==> src/png_pkg.sv <==
`default_nettype none
package png_pkg;

    // Register map (register index is paddr[2])
    localparam logic REG_AMPLITUDE = 1'b0;
    localparam logic REG_SEED      = 1'b1;

    localparam logic [14:0] AMP_RESET  = 15'h7FFF;
    localparam logic [31:0] SEED_RESET = 32'd1;

    localparam int NUM_STATES = 7;
    localparam logic [2:0] DIFF_IDX = 3'd6;

    // Multiply schedule, one product per step
    localparam logic [3:0] STEP_NORM       = 4'd0;
    localparam logic [3:0] STEP_POLE_FIRST = 4'd1;
    localparam logic [3:0] STEP_POLE_LAST  = 4'd12;
    localparam logic [3:0] STEP_DIRECT     = 4'd13;
    localparam logic [3:0] STEP_DIFF       = 4'd14;
    localparam logic [3:0] STEP_SCALE      = 4'd15;

    typedef struct packed {
        logic       issue;
        logic [3:0] step;
    } t_dp_ctrl;

    // Coefficient used by each step; the scale step takes amp instead
    function automatic logic signed [15:0] coef(input logic [3:0] step);
        logic signed [15:0] c;
        unique case (step)
            4'd0:    c = 16'sd4227;
            4'd1:    c = 16'sd32730;
            4'd2:    c = 16'sd1820;
            4'd3:    c = 16'sd32552;
            4'd4:    c = 16'sd2460;
            4'd5:    c = 16'sd31752;
            4'd6:    c = 16'sd5038;
            4'd7:    c = 16'sd28393;
            4'd8:    c = 16'sd10175;
            4'd9:    c = 16'sd18022;
            4'd10:   c = 16'sd17464;
            4'd11:   c = -16'sd24961;
            4'd12:   c = -16'sd553;
            4'd13:   c = 16'sd17569;
            4'd14:   c = 16'sd3798;
            default: c = 16'sd0;
        endcase
        return c;
    endfunction

    // One xorshift32 advance (13, 17, 5)
    function automatic logic [31:0] xorshift(input logic [31:0] x);
        logic [31:0] a;
        logic [31:0] b;
        a = x ^ (x << 13);
        b = a ^ (a >> 17);
        return b ^ (b << 5);
    endfunction

endpackage
`default_nettype wire

==> src/png_in_if.sv <==
`default_nettype none
interface png_in_if;
    logic valid;
    logic ready;
    logic last_of_block;

    modport source (output valid, output last_of_block, input ready);
    modport sink   (input valid, input last_of_block, output ready);
endinterface
`default_nettype wire

==> src/png_out_if.sv <==
`default_nettype none
interface png_out_if;
    logic               valid;
    logic               ready;
    logic signed [15:0] sample;
    logic               block_end;

    modport source (output valid, output sample, output block_end, input ready);
    modport sink   (input valid, input sample, input block_end, output ready);
endinterface
`default_nettype wire

==> src/pink_noise_generator_top.sv <==
`default_nettype none
// Pink noise generator. Each input beat yields one signed Q15 sample on the
// output channel, with last_of_block echoed as block_end. An item runs 16
// passes through a single 24x16 multiplier (amplitude normalization, six
// pole filters with two products each, direct term, differentiator, final
// scaling). Around those passes are the accept, the drain of the last
// product through the accumulate stage, the sequencer seeing the result,
// and a handoff into the output register; a full output register that is
// not drained stalls the handoff. i_in.ready is low while an item is in
// flight, so a new beat is only taken after the handoff. A finished sample
// waits in the output register while the next item is accepted. Registers
// over APB: amplitude at 0x0 (15 bits, Q15), seed at 0x4 (32 bits). Writing
// seed reloads the generator at once, and a zero seed loads 1. Write
// registers only while idle.
module pink_noise_generator_top (
    input  wire logic        i_clk,
    input  wire logic        i_rst_n,
    png_in_if.sink           i_in,
    png_out_if.source        o_out,
    input  wire logic        psel,
    input  wire logic        penable,
    input  wire logic        pwrite,
    input  wire logic [2:0]  paddr,
    input  wire logic [31:0] pwdata,
    output logic [31:0]      prdata,
    output logic             pready
);

    typedef enum logic [2:0] {
        S_IDLE = 3'b001,
        S_RUN  = 3'b010,
        S_HOLD = 3'b100
    } t_state;

    t_state             r_state;
    logic [14:0]        r_amplitude;
    logic [31:0]        r_seed;
    logic [31:0]        r_rng;
    logic signed [15:0] r_white;
    logic [3:0]         r_step;
    logic               r_issuing;
    logic               r_last;
    logic               r_out_valid;
    logic signed [15:0] r_sample;
    logic               r_block_end;

    png_pkg::t_dp_ctrl  dp_ctrl;
    logic signed [15:0] dp_y;
    logic               dp_y_vld;
    logic               cfg_wr;
    logic               in_beat;
    logic               out_free;
    logic [31:0]        rng_next;

    assign pready   = 1'b1;
    assign cfg_wr   = psel && penable && pwrite;
    assign in_beat  = i_in.valid && i_in.ready;
    assign out_free = !r_out_valid || o_out.ready;
    assign rng_next = png_pkg::xorshift(r_rng);

    // Register readback
    always_comb begin
        unique case (paddr[2])
            png_pkg::REG_AMPLITUDE: prdata = {17'd0, r_amplitude};
            default:                prdata = r_seed;
        endcase
    end

    // Config registers and white noise source
    always_ff @(posedge i_clk) begin
        if (!i_rst_n) begin
            r_amplitude <= png_pkg::AMP_RESET;
            r_seed      <= png_pkg::SEED_RESET;
            r_rng       <= png_pkg::SEED_RESET;
        end else if (cfg_wr) begin
            unique case (paddr[2])
                png_pkg::REG_AMPLITUDE: r_amplitude <= pwdata[14:0];
                default: begin
                    r_seed <= pwdata;
                    r_rng  <= (pwdata == 32'd0) ? 32'd1 : pwdata;
                end
            endcase
        end else if (in_beat) begin
            r_rng <= rng_next;
        end
    end

    always_ff @(posedge i_clk) begin
        if (in_beat) begin
            r_white <= rng_next[31:16];
            r_last  <= i_in.last_of_block;
        end
    end

    // Step sequencer
    always_ff @(posedge i_clk) begin
        if (!i_rst_n) begin
            r_state   <= S_IDLE;
            r_step    <= '0;
            r_issuing <= 1'b0;
        end else begin
            unique case (r_state)
                S_IDLE: begin
                    if (in_beat) begin
                        r_state   <= S_RUN;
                        r_step    <= png_pkg::STEP_NORM;
                        r_issuing <= 1'b1;
                    end
                end
                S_RUN: begin
                    if (r_issuing) begin
                        r_step <= r_step + 4'd1;
                        if (r_step == png_pkg::STEP_SCALE) begin
                            r_issuing <= 1'b0;
                        end
                    end
                    if (dp_y_vld) begin
                        r_state <= S_HOLD;
                    end
                end
                S_HOLD: begin
                    if (out_free) begin
                        r_state <= S_IDLE;
                    end
                end
                default: r_state <= S_IDLE;
            endcase
        end
    end

    assign dp_ctrl.issue = (r_state == S_RUN) && r_issuing;
    assign dp_ctrl.step  = r_step;

    png_dp u_dp (
        .i_clk       (i_clk),
        .i_rst_n     (i_rst_n),
        .i_ctrl      (dp_ctrl),
        .i_white     (r_white),
        .i_amplitude (r_amplitude),
        .o_y         (dp_y),
        .o_y_vld     (dp_y_vld)
    );

    // Output register
    always_ff @(posedge i_clk) begin
        if (!i_rst_n) begin
            r_out_valid <= 1'b0;
        end else if (r_state == S_HOLD && out_free) begin
            r_out_valid <= 1'b1;
            r_sample    <= dp_y;
            r_block_end <= r_last;
        end else if (o_out.ready) begin
            r_out_valid <= 1'b0;
        end
    end

    assign i_in.ready      = (r_state == S_IDLE);
    assign o_out.valid     = r_out_valid;
    assign o_out.sample    = r_sample;
    assign o_out.block_end = r_block_end;

endmodule
`default_nettype wire

==> src/png_dp.sv <==
`default_nettype none
module png_dp (
    input  wire logic                i_clk,
    input  wire logic                i_rst_n,
    input  wire png_pkg::t_dp_ctrl   i_ctrl,
    input  wire logic signed [15:0]  i_white,
    input  wire logic [14:0]         i_amplitude,
    output logic signed [15:0]       o_y,
    output logic                     o_y_vld
);

    logic signed [23:0] r_fs [png_pkg::NUM_STATES];
    logic signed [39:0] r_prod;
    logic [3:0]         r_ctag;
    logic               r_cvld;
    logic signed [24:0] r_tmp;
    logic signed [26:0] r_pink;
    logic [12:0]        r_amp;
    logic signed [15:0] r_y;
    logic               r_y_vld;

    logic [3:0]         issue_k;
    logic [3:0]         cons_k;
    logic signed [23:0] op_a;
    logic signed [15:0] op_b;
    logic signed [15:0] pink_sat;
    logic signed [24:0] sh;
    logic signed [23:0] new_state;

    assign issue_k = i_ctrl.step - 4'd1;
    assign cons_k  = r_ctag - 4'd1;

    // Clamp the filter sum to 16-bit signed
    always_comb begin
        if (r_pink > 27'sd32767) begin
            pink_sat = 16'sh7FFF;
        end else if (r_pink < -27'sd32768) begin
            pink_sat = -16'sh8000;
        end else begin
            pink_sat = r_pink[15:0];
        end
    end

    // Operand select for the shared multiplier
    always_comb begin
        op_b = png_pkg::coef(i_ctrl.step);
        priority if (i_ctrl.step == png_pkg::STEP_NORM) begin
            op_a = {9'd0, i_amplitude};
        end else if (i_ctrl.step == png_pkg::STEP_SCALE) begin
            op_a = 24'(pink_sat);
            op_b = {3'd0, r_amp};
        end else if (i_ctrl.step <= png_pkg::STEP_POLE_LAST && !issue_k[0]) begin
            op_a = r_fs[issue_k[3:1]];
        end else begin
            op_a = 24'(i_white);
        end
    end

    // Product after the Q15 arithmetic shift
    assign sh        = r_prod[39:15];
    assign new_state = 24'(r_tmp + sh);

    // Multiply stage
    always_ff @(posedge i_clk) begin
        r_prod <= op_a * op_b;
        r_ctag <= i_ctrl.step;
        if (!i_rst_n) begin
            r_cvld <= 1'b0;
        end else begin
            r_cvld <= i_ctrl.issue;
        end
    end

    // Accumulate stage
    always_ff @(posedge i_clk) begin
        if (!i_rst_n) begin
            for (int i = 0; i < png_pkg::NUM_STATES; i++) begin
                r_fs[i] <= '0;
            end
            r_y_vld <= 1'b0;
        end else begin
            r_y_vld <= 1'b0;
            if (r_cvld) begin
                priority if (r_ctag == png_pkg::STEP_NORM) begin
                    r_amp  <= sh[12:0];
                    r_pink <= '0;
                end else if (r_ctag <= png_pkg::STEP_POLE_LAST) begin
                    if (!cons_k[0]) begin
                        r_tmp <= sh;
                    end else begin
                        r_fs[cons_k[3:1]] <= new_state;
                        r_pink <= r_pink + 27'(new_state);
                    end
                end else if (r_ctag == png_pkg::STEP_DIRECT) begin
                    r_pink <= r_pink + 27'(r_fs[png_pkg::DIFF_IDX]) + 27'(sh);
                end else if (r_ctag == png_pkg::STEP_DIFF) begin
                    r_fs[png_pkg::DIFF_IDX] <= sh[23:0];
                end else begin
                    r_y     <= sh[15:0];
                    r_y_vld <= 1'b1;
                end
            end
        end
    end

    assign o_y     = r_y;
    assign o_y_vld = r_y_vld;

endmodule
`default_nettype wire
==> src/flat_wrapper.sv <==
// flat-port wrapper written by rule: the top's interface ports become plain ports
module pink_noise_generator_top_flat 
  (i_clk, i_rst_n, psel, penable, pwrite, paddr, pwdata, prdata, pready, i_in_valid, i_in_last_of_block, i_in_ready, o_out_valid, o_out_sample, o_out_block_end, o_out_ready);
  png_in_if i_in_i ();
  png_out_if o_out_i ();
  input  wire logic i_clk;
  input  wire logic i_rst_n;
  input  wire logic psel;
  input  wire logic penable;
  input  wire logic pwrite;
  input  wire logic [2:0] paddr;
  input  wire logic [31:0] pwdata;
  output logic [31:0] prdata;
  output logic pready;
  input wire logic [$bits(i_in_i.valid)-1:0] i_in_valid;
  input wire logic [$bits(i_in_i.last_of_block)-1:0] i_in_last_of_block;
  output wire logic [$bits(i_in_i.ready)-1:0] i_in_ready;
  output wire logic [$bits(o_out_i.valid)-1:0] o_out_valid;
  output wire logic [$bits(o_out_i.sample)-1:0] o_out_sample;
  output wire logic [$bits(o_out_i.block_end)-1:0] o_out_block_end;
  input wire logic [$bits(o_out_i.ready)-1:0] o_out_ready;
  assign i_in_i.valid = i_in_valid;
  assign i_in_i.last_of_block = i_in_last_of_block;
  assign i_in_ready = i_in_i.ready;
  assign o_out_valid = o_out_i.valid;
  assign o_out_sample = o_out_i.sample;
  assign o_out_block_end = o_out_i.block_end;
  assign o_out_i.ready = o_out_ready;
  pink_noise_generator_top u_core (.i_clk(i_clk), .i_rst_n(i_rst_n), .i_in(i_in_i), .o_out(o_out_i), .psel(psel), .penable(penable), .pwrite(pwrite), .paddr(paddr), .pwdata(pwdata), .prdata(prdata), .pready(pready));
endmodule
==> config.mk <==
export PLATFORM = sky130hd
export DESIGN_NAME = pink_noise_generator_top_flat
export DESIGN_NICKNAME = d
export VERILOG_FILES = /design/src/png_pkg.sv /design/src/png_in_if.sv /design/src/png_out_if.sv /design/src/pink_noise_generator_top.sv /design/src/png_dp.sv /design/src/flat_wrapper.sv
export SDC_FILE = /design/constraint.sdc
export NUM_CORES = 2
export LEC_CHECK = 0
export BUFFER_PORTS_ARGS = -buffer_cell sky130_fd_sc_hd__buf_2
export CORE_ASPECT_RATIO = 0.7
export CORE_MARGIN = 5
export CORE_UTILIZATION = 45
export DETAILED_ROUTE_END_ITERATION = 10
export GPL_ROUTABILITY_DRIVEN = 0
export SETUP_SLACK_MARGIN = 0.3
export SYNTH_ARGS = -nofsm -noshare
export SYNTH_HDL_FRONTEND = slang
export SYNTH_SLANG_ARGS = --single-unit
==> constraint.sdc <==
create_clock -name i_clk -period 19.8 [get_ports i_clk]
set_clock_uncertainty 0.05 [all_clocks]
set_input_delay 0.99 -clock i_clk [delete_from_list [all_inputs] [get_ports i_clk]]
set_output_delay 0.99 -clock i_clk [all_outputs]
set_load 0.03 [all_outputs]
Yosys cells after proc, flatten, opt, wreduce, memory -nomap -nowiden --
Memories as Yosys holds them, arrays and structs flattened. A register that Yosys moved wholly into a read port is not among the register bits. Index checks and enable logic that the tools add are counted. Widths: inputs -> output; s select.
Storage, ports and cells: memories 2, bits in registers 248, bits in read-only memories 256, logic and storage cells 135, input bits 43, latch bits 0, bits in writable memories 168
Memories:
- (no name shown) | words 16, bits a word 16, rd ports 1, clocked after Yosys merged registers in 1, write ports 0, line png_pkg.sv:30 | unique case (step)
- u_core.u_dp.r_fs | words 7, bits a word 24, rd ports 2, clocked after Yosys merged registers in 0, write ports 7, line png_dp.sv:12 | logic signed [23:0] r_fs [png_pkg::NUM_STATES];
Operators by class: multipliers 1, eq/ne operators 12, reductions and logical operators 29, bitwise logic cells 12, shifts and indexed selects 0, order comparisons 4, div/mod/pow operators 0, mux-type cells 49, add/subtract/negate cells 7
Operators with widths (count):
- $mux 32 | 5
- $mux 24 | 5
- $mux 27 | 3
- $mux 16 | 4
- $xor 32x32->32 | 2
- $add 27x24->27 | 2
- $mul 24x16->40 | 1
- $logic_not 32->1 | 1
- $xor 32x15->32 | 1
- $add 27x25->27 | 1
- $gt 27x16->1 const B | 1
- $lt 27x16->1 const B | 1
- $add 24x24->24 | 1
- $reduce_or 24->1 | 1
- $mux 1 | 21
- $mux 4 | 4
- $eq 4x4->1 const B | 3
- $mux 3 | 4
- $reduce_and 2->1 | 5
- $pmux 3 s3 | 1
- $reduce_and 3->1 | 3
- $le 4x4->1 const B | 2
- $logic_not 4->1 | 2
- $not 1->1 | 8
- other kinds (20) | 32

Longest topological paths before layout --
depth after elaboration 9, depth in mapped cells 37, gate-level depth less buffers 34

Hierarchy --
Synthesis repeated with hierarchy kept, for this count alone.
Second synthesis, totals: cell total of the unflattened synthesis 3612, area, all modules 36059.6 um^2
By module, submodules not included:
- png_dp | times used 1, cells an instance 3055, seq. area each 8788.4 um^2, area an instance 30546.8 um^2
- pink_noise_generator_top | times used 1, cells an instance 557, seq. area each 2782.7 um^2, area an instance 5512.8 um^2

Worst setup path before layout --
OpenSTA, ideal clock, no wires.
kind register -> register, from reg u_core.r_step[0], to reg u_core.u_dp.r_prod[33], setup time 0.064 ns, path slack 11.311 ns, data arrival time 8.375 ns, cell stages (with the launch flop) 36, path through dfxtp_1 inv_1 ha_1 buf_2 buf_1 mux4_2 mux2i_1 nand2_1 o21ai_0 a21oi_1 nor2_1 or2_2 clkbuf_1 nor2_1 fa_1 inv_1 fa_1 inv_1 fa_1 fa_1 fa_1 inv_1 fa_1 inv_1 ha_1 a21o_1 a21o_1 a21oi_1 nand2_1 or3_1 a21oi_2 o31ai_4 a211oi_1 o21bai_1 or4_1 nand4_1
On the way: cells in the longest elaborated chain, start to end 7, elaborated cells on any way between the ends 13, those cells by class add/sub (1); mul (1); order compare (1); eq/ne (1); mux (5); reduce/logical (3); memory (1)
Ends and longest elaborated chain:
- start, declared | line pink_noise_generator_top.sv:40 | logic [3:0] r_step;
- start signal, assigned | line pink_noise_generator_top.sv:106 | r_step <= png_pkg::STEP_NORM;
- start signal, assigned | line pink_noise_generator_top.sv:112 | r_step <= r_step + 4'd1;
- parallel branches: the longest is 6 deep, another holds $mem_v2 7x24
- $mul 24x16->40 (*) | line png_dp.sv:65 | r_prod <= op_a * op_b;
- end signal, assigned | line png_dp.sv:65
- end, declared | line png_dp.sv:13 | logic signed [39:0] r_prod;
Mark *: on every way between the ends. A chain may end at the register's enable or synchronous reset.

Final worst setup path --
from reg u_core.r_step[2], to reg u_core.u_dp.r_prod[39]
On the way: cells in the longest elaborated chain, start to end 6, elaborated cells on any way between the ends 12, those cells by class add/sub (1); mul (1); order compare (1); eq/ne (1); mux (5); reduce/logical (2); memory (1)
Ends and longest elaborated chain:
- $sub 4x1->4 / $le 4x4->1 (equally long branches) | line png_dp.sv:30, png_dp.sv:52
- $mem_v2 7x24 / $logic_and 1x1->1 (equally long branches)
- $mux 24 | line png_dp.sv:52 | end else if (i_ctrl.step <= png_pkg::STEP_POLE_LAST && !issue_k[0]) begin
- $mux 24 | line png_dp.sv:49 | end else if (i_ctrl.step == png_pkg::STEP_SCALE) begin
- $mux 24 | line png_dp.sv:47 | priority if (i_ctrl.step == png_pkg::STEP_NORM) begin
- $mul 24x16->40 (*) | line png_dp.sv:65
Mark *: on every way between the ends. The rest lies on a longest branch, timed or not.

==> metrics.md <==
| Metric | Value |
|---|---|
| Die area | `~85000 um2` |
| Cell Area, Synth | `35800 um2` |
| DR vias/cell | `around 5.5` |
| CP Class | `register to register` |
| Number of enable flip-flop cells after synthesis | `306` |
| CTS Hold Bufs | `0` |
| CTS tree | `yes` |
| Worst setup EP type | `register` |
| Crit path top cell by count | `fa_1` |
| Post-CTS Setup Bufs | `0` |
| Port bufs | `just over 90` |
| Final hold vios | `0` |
| Clk slew on worst S/H paths | `around 0.060 ns` |
| Core ar. | `slightly below 80000 um2` |
| Vias in the first global route | `around 25k` |
| NetSw | `approximately 1.3 mW` |
| Gr ovfl total | `0` |
| P per Cell Area | `~90 nW/um2` |
| Clock sinks | `around 440` |
| CP arrival | `between 10 and 15 ns` |
| Most common cell after layout, fill and taps aside | `nand2_1` |
| Prevailing post-synth register cell | `edfxtp_1` |
| Status | `finished clean` |
| Slew @ Worst Pin | `between 1 and 1.5 ns` |
| Syn Area/Cell | `10.0 um2` |
| Hold/Removal Path Class | `register to register` |
| Share of layout cells above drive strength 1 | `approximately a tenth` |
| Switching part of the total | `about two fifths` |
| Post-Syn Instances | `between 3k and 4k` |
| Worst skew pair latency | `0.62 ns` |
| DR vias | `25.9k` |
| Initial antenna violation count | `3` |
| Slowest stage cell, crit path | `nor2_1` |
| Max IR drop VDD | `0.0000688 V` |
| Leak | `between 15 and 20 nW` |
| Netlist cell types | `68` |
| Nets@finish | `4276` |
| Global-route wire length before repair | `159 mm` |
| Initial core utilization | `45.4%` |
| First-pass DRT Iterations | `5` |
| RSZ-0062 raised after global routing | `no` |
| Setup ws final | `slightly below 9 ns` |
| Delay-heaviest family, CP | `adder cells` |
| Combinational Power Share | `slightly above 40%` |
| Final min period | `10.89 ns` |
| Chip height | `approximately 250 um` |
| Final Max Slew Viols | `0` |
| Crit-path max cell delay | `0.83 ns` |
| Wire length per cell | `between 20 and 25 um` |
| Clk buf depth | `3` |
| Clock power frac | `a little over a quarter` |
| Sequential fraction of the synthesis area | `about a third` |
| Total GRT Usage | `between 20% and 30%` |
| Pre-CTS setup slack | `between 9 and 10 ns` |
| Worst slew margin | `~8.6%` |
| Util after Layout | `between 40% and 50%` |
| Yosys warnings | `0` |
| DRC viols | `0` |
| Post_cts resized | `0` |
| Std-Cell Rows | `86` |
| Detailed Route Iter0 Violations | `roughly 2.8k` |
| Final ANT Viol Nets | `0` |
| Critical Path RT | `about 20 ns` |
| Clock Tree Root | `clkbuf_16` |
| #FFs+latches synth | `between 400 and 500` |
| TNS Setup | `0 ns` |
| DP HPWL | `just under 80 mm` |
| Fmax achieved | `roughly 90 MHz` |
| # fillers | `between 7k and 8k` |
| Async SR Flop Fraction | `0%` |
| Area Growth Syn to Fin | `10.0%` |
| Sequential power share | `about a third` |
| Routed WL | `roughly 100 mm` |
| Crit path max fanout | `51` |
| Commonest cells after routing, fill and taps aside | `nand2_1 (507), inv_1 (489), nor2_1 (417)` |
| Startpoint types | `register` |
| Fin crit share | `a little over half` |
| Final setup vio count | `0` |
| Int Power | `roughly 2.1 mW` |
| I/O pins | `95` |
| Number of buffers created by CTS | `48` |
| Largest net degree at the start of global routing | `86` |
| Critical path buffer and inverter count | `6` |
| H-tree Lvls | `2` |
| Net count after synthesis | `~4.2k` |
| Max Cap Viol | `0` |
| Die Width | `347 um` |
## sequential cells by signal (all words and copies together) (netlist names), 4 cells and up, named ones only
| name | count |
|---|---|
| u_core.u_dp.r_ctag | 4 |
| u_core.u_dp.o_y | 16 |
| u_core.r_white | 16 |
| u_core.u_dp.r_tmp | 24 |
| u_core.u_dp.r_prod | 25 |
| u_core.r_rng | 32 |
| u_core.r_amplitude | 15 |
| u_core.u_dp.r_fs | 192 |
| u_core.r_step | 4 |
| u_core.u_dp.r_amp | 13 |
| u_core.u_dp.r_pink | 27 |
| u_core.o_out.sample | 16 |
| u_core.r_seed | 32 |
## metal layers
metal | track usage, % | routed length (um)
met1 | 39.4 | 50100
met2 | 32.4 | 40600
met3 | 7.82 | 12600
met4 | 3.57 | 1410
met5 | 1.30 | 0
## cells in the mapped netlist (all sizes together), types with 5 or more instances
cell     instances  area share [%]
nand2          507             5.3
inv            488             5.1
nor2           425             4.5
fa             402              22
edfxtp         306              26
ha             183             6.4
dfxtp          135             7.6
a21oi          126             1.8
xnor2          119             3.0
clkbuf         118             1.2
o21ai           68            0.96
and2            55            0.96
xor2            55             1.3
a21o            49             1.0
mux4            43             2.7
nand3           41            0.57
mux2i           34            0.95
a21boi          31            0.65
nor3b           31            0.65
nor2b           29            0.51
a221oi          28            0.72
a211oi          23            0.48
buf             23            0.29
nor3            21            0.29
a31oi           20            0.35
nand2b          20            0.35
o21a            18            0.38
mux2            17            0.53
nor4            16            0.28
or2             16            0.28
and3            15            0.26
o31ai           13            0.35
nand4           12            0.21
o21bai          12            0.25
or3              9            0.16
a211o            8            0.20
a2111oi          7            0.21
o211ai           7            0.15
o22ai            7            0.12
a22oi            5            0.10
o221ai           5            0.12
## worst register-to-register path: cells and delay by family, from the launching register on
kind | cells | cell delay, ns
AO/OA/AOI/OAI | 10 | 2.90
XOR/XNOR | 2 | 0.30
adder cells (fa/ha/maj) | 7 | 3.44
buffers and inverters | 6 | 0.87
flip-flops | 1 | 0.45
multiplexers | 2 | 0.50
AND/OR/NAND/NOR | 7 | 2.31
## metrics by stage
| stage | total power [mW] | area (um2) | cells | hold slack (ns) |
|---|---|---|---|---|
| 5_1_grt | 3.64 | 39400 | 4744 | 0.367 |
| 6_report | 3.45 | 39400 | 4747 | 0.363 |
| 3_5_place_dp | 2.48 | 37700 | 4654 | 0.355 |
| 3_3_place_gp | 2.48 | 37700 | 4654 | 0.351 |
| 2_1_floorplan | 2.05 | 35800 | 3571 | 0.301 |
| 4_1_cts | 3.44 | 39400 | 4744 | 0.364 |
## final timing paths
| kind | depth (start not counted) | from | to | slack, ns |
|---|---|---|---|---|
| max reg2reg | 34 | u_core.r_step[2] | u_core.u_dp.r_prod[39] | 8.91 |
| min reg2reg | 0 | u_core.u_dp.o_y[1] | u_core.o_out.sample[1] | 0.36 |
| min | 0 | u_core.u_dp.o_y[1] | u_core.o_out.sample[1] | 0.36 |
| max | 34 | u_core.r_step[2] | u_core.u_dp.r_prod[39] | 8.91 |
## cell families (layout without fill, tap and decap cells)
logic type | count (synthesis) | count (layout) | synth area share [%]
compound gates | 442 | 442 | 8.25
xor+xnor | 174 | 174 | 4.30
other cells | 1 | 4 | 0.0105
simple gates | 1205 | 1205 | 14.5
fa+ha+maj | 585 | 585 | 28.9
mux | 94 | 94 | 4.19
buf+inv | 629 | 746 | 6.65
flops | 441 | 441 | 33.2
## power by group through the flow
stage	clock [mW]	sequential, mW	combinational, mW
after floorplan	0	1.11	0.940
after global placement	0	1.11	1.37
after detailed placement	0	1.11	1.37
after CTS	0.960	1.09	1.39
after global routing	1.00	1.10	1.55
final	0.944	1.09	1.41
## final cells by class
cell class	count	area [um2]	share of cell area [%]
diodes	3	7.51	0.0191
well taps	1056	1320	3.36
clock buffers	68	1420	3.61
repair buffers	168	1030	2.63
inverters	488	1830	4.65
flip-flops and latches	441	11900	30.2
multi-input cells	2501	21600	54.9
clock inverters	22	244	0.620
(Power assumes the default switching activity.)
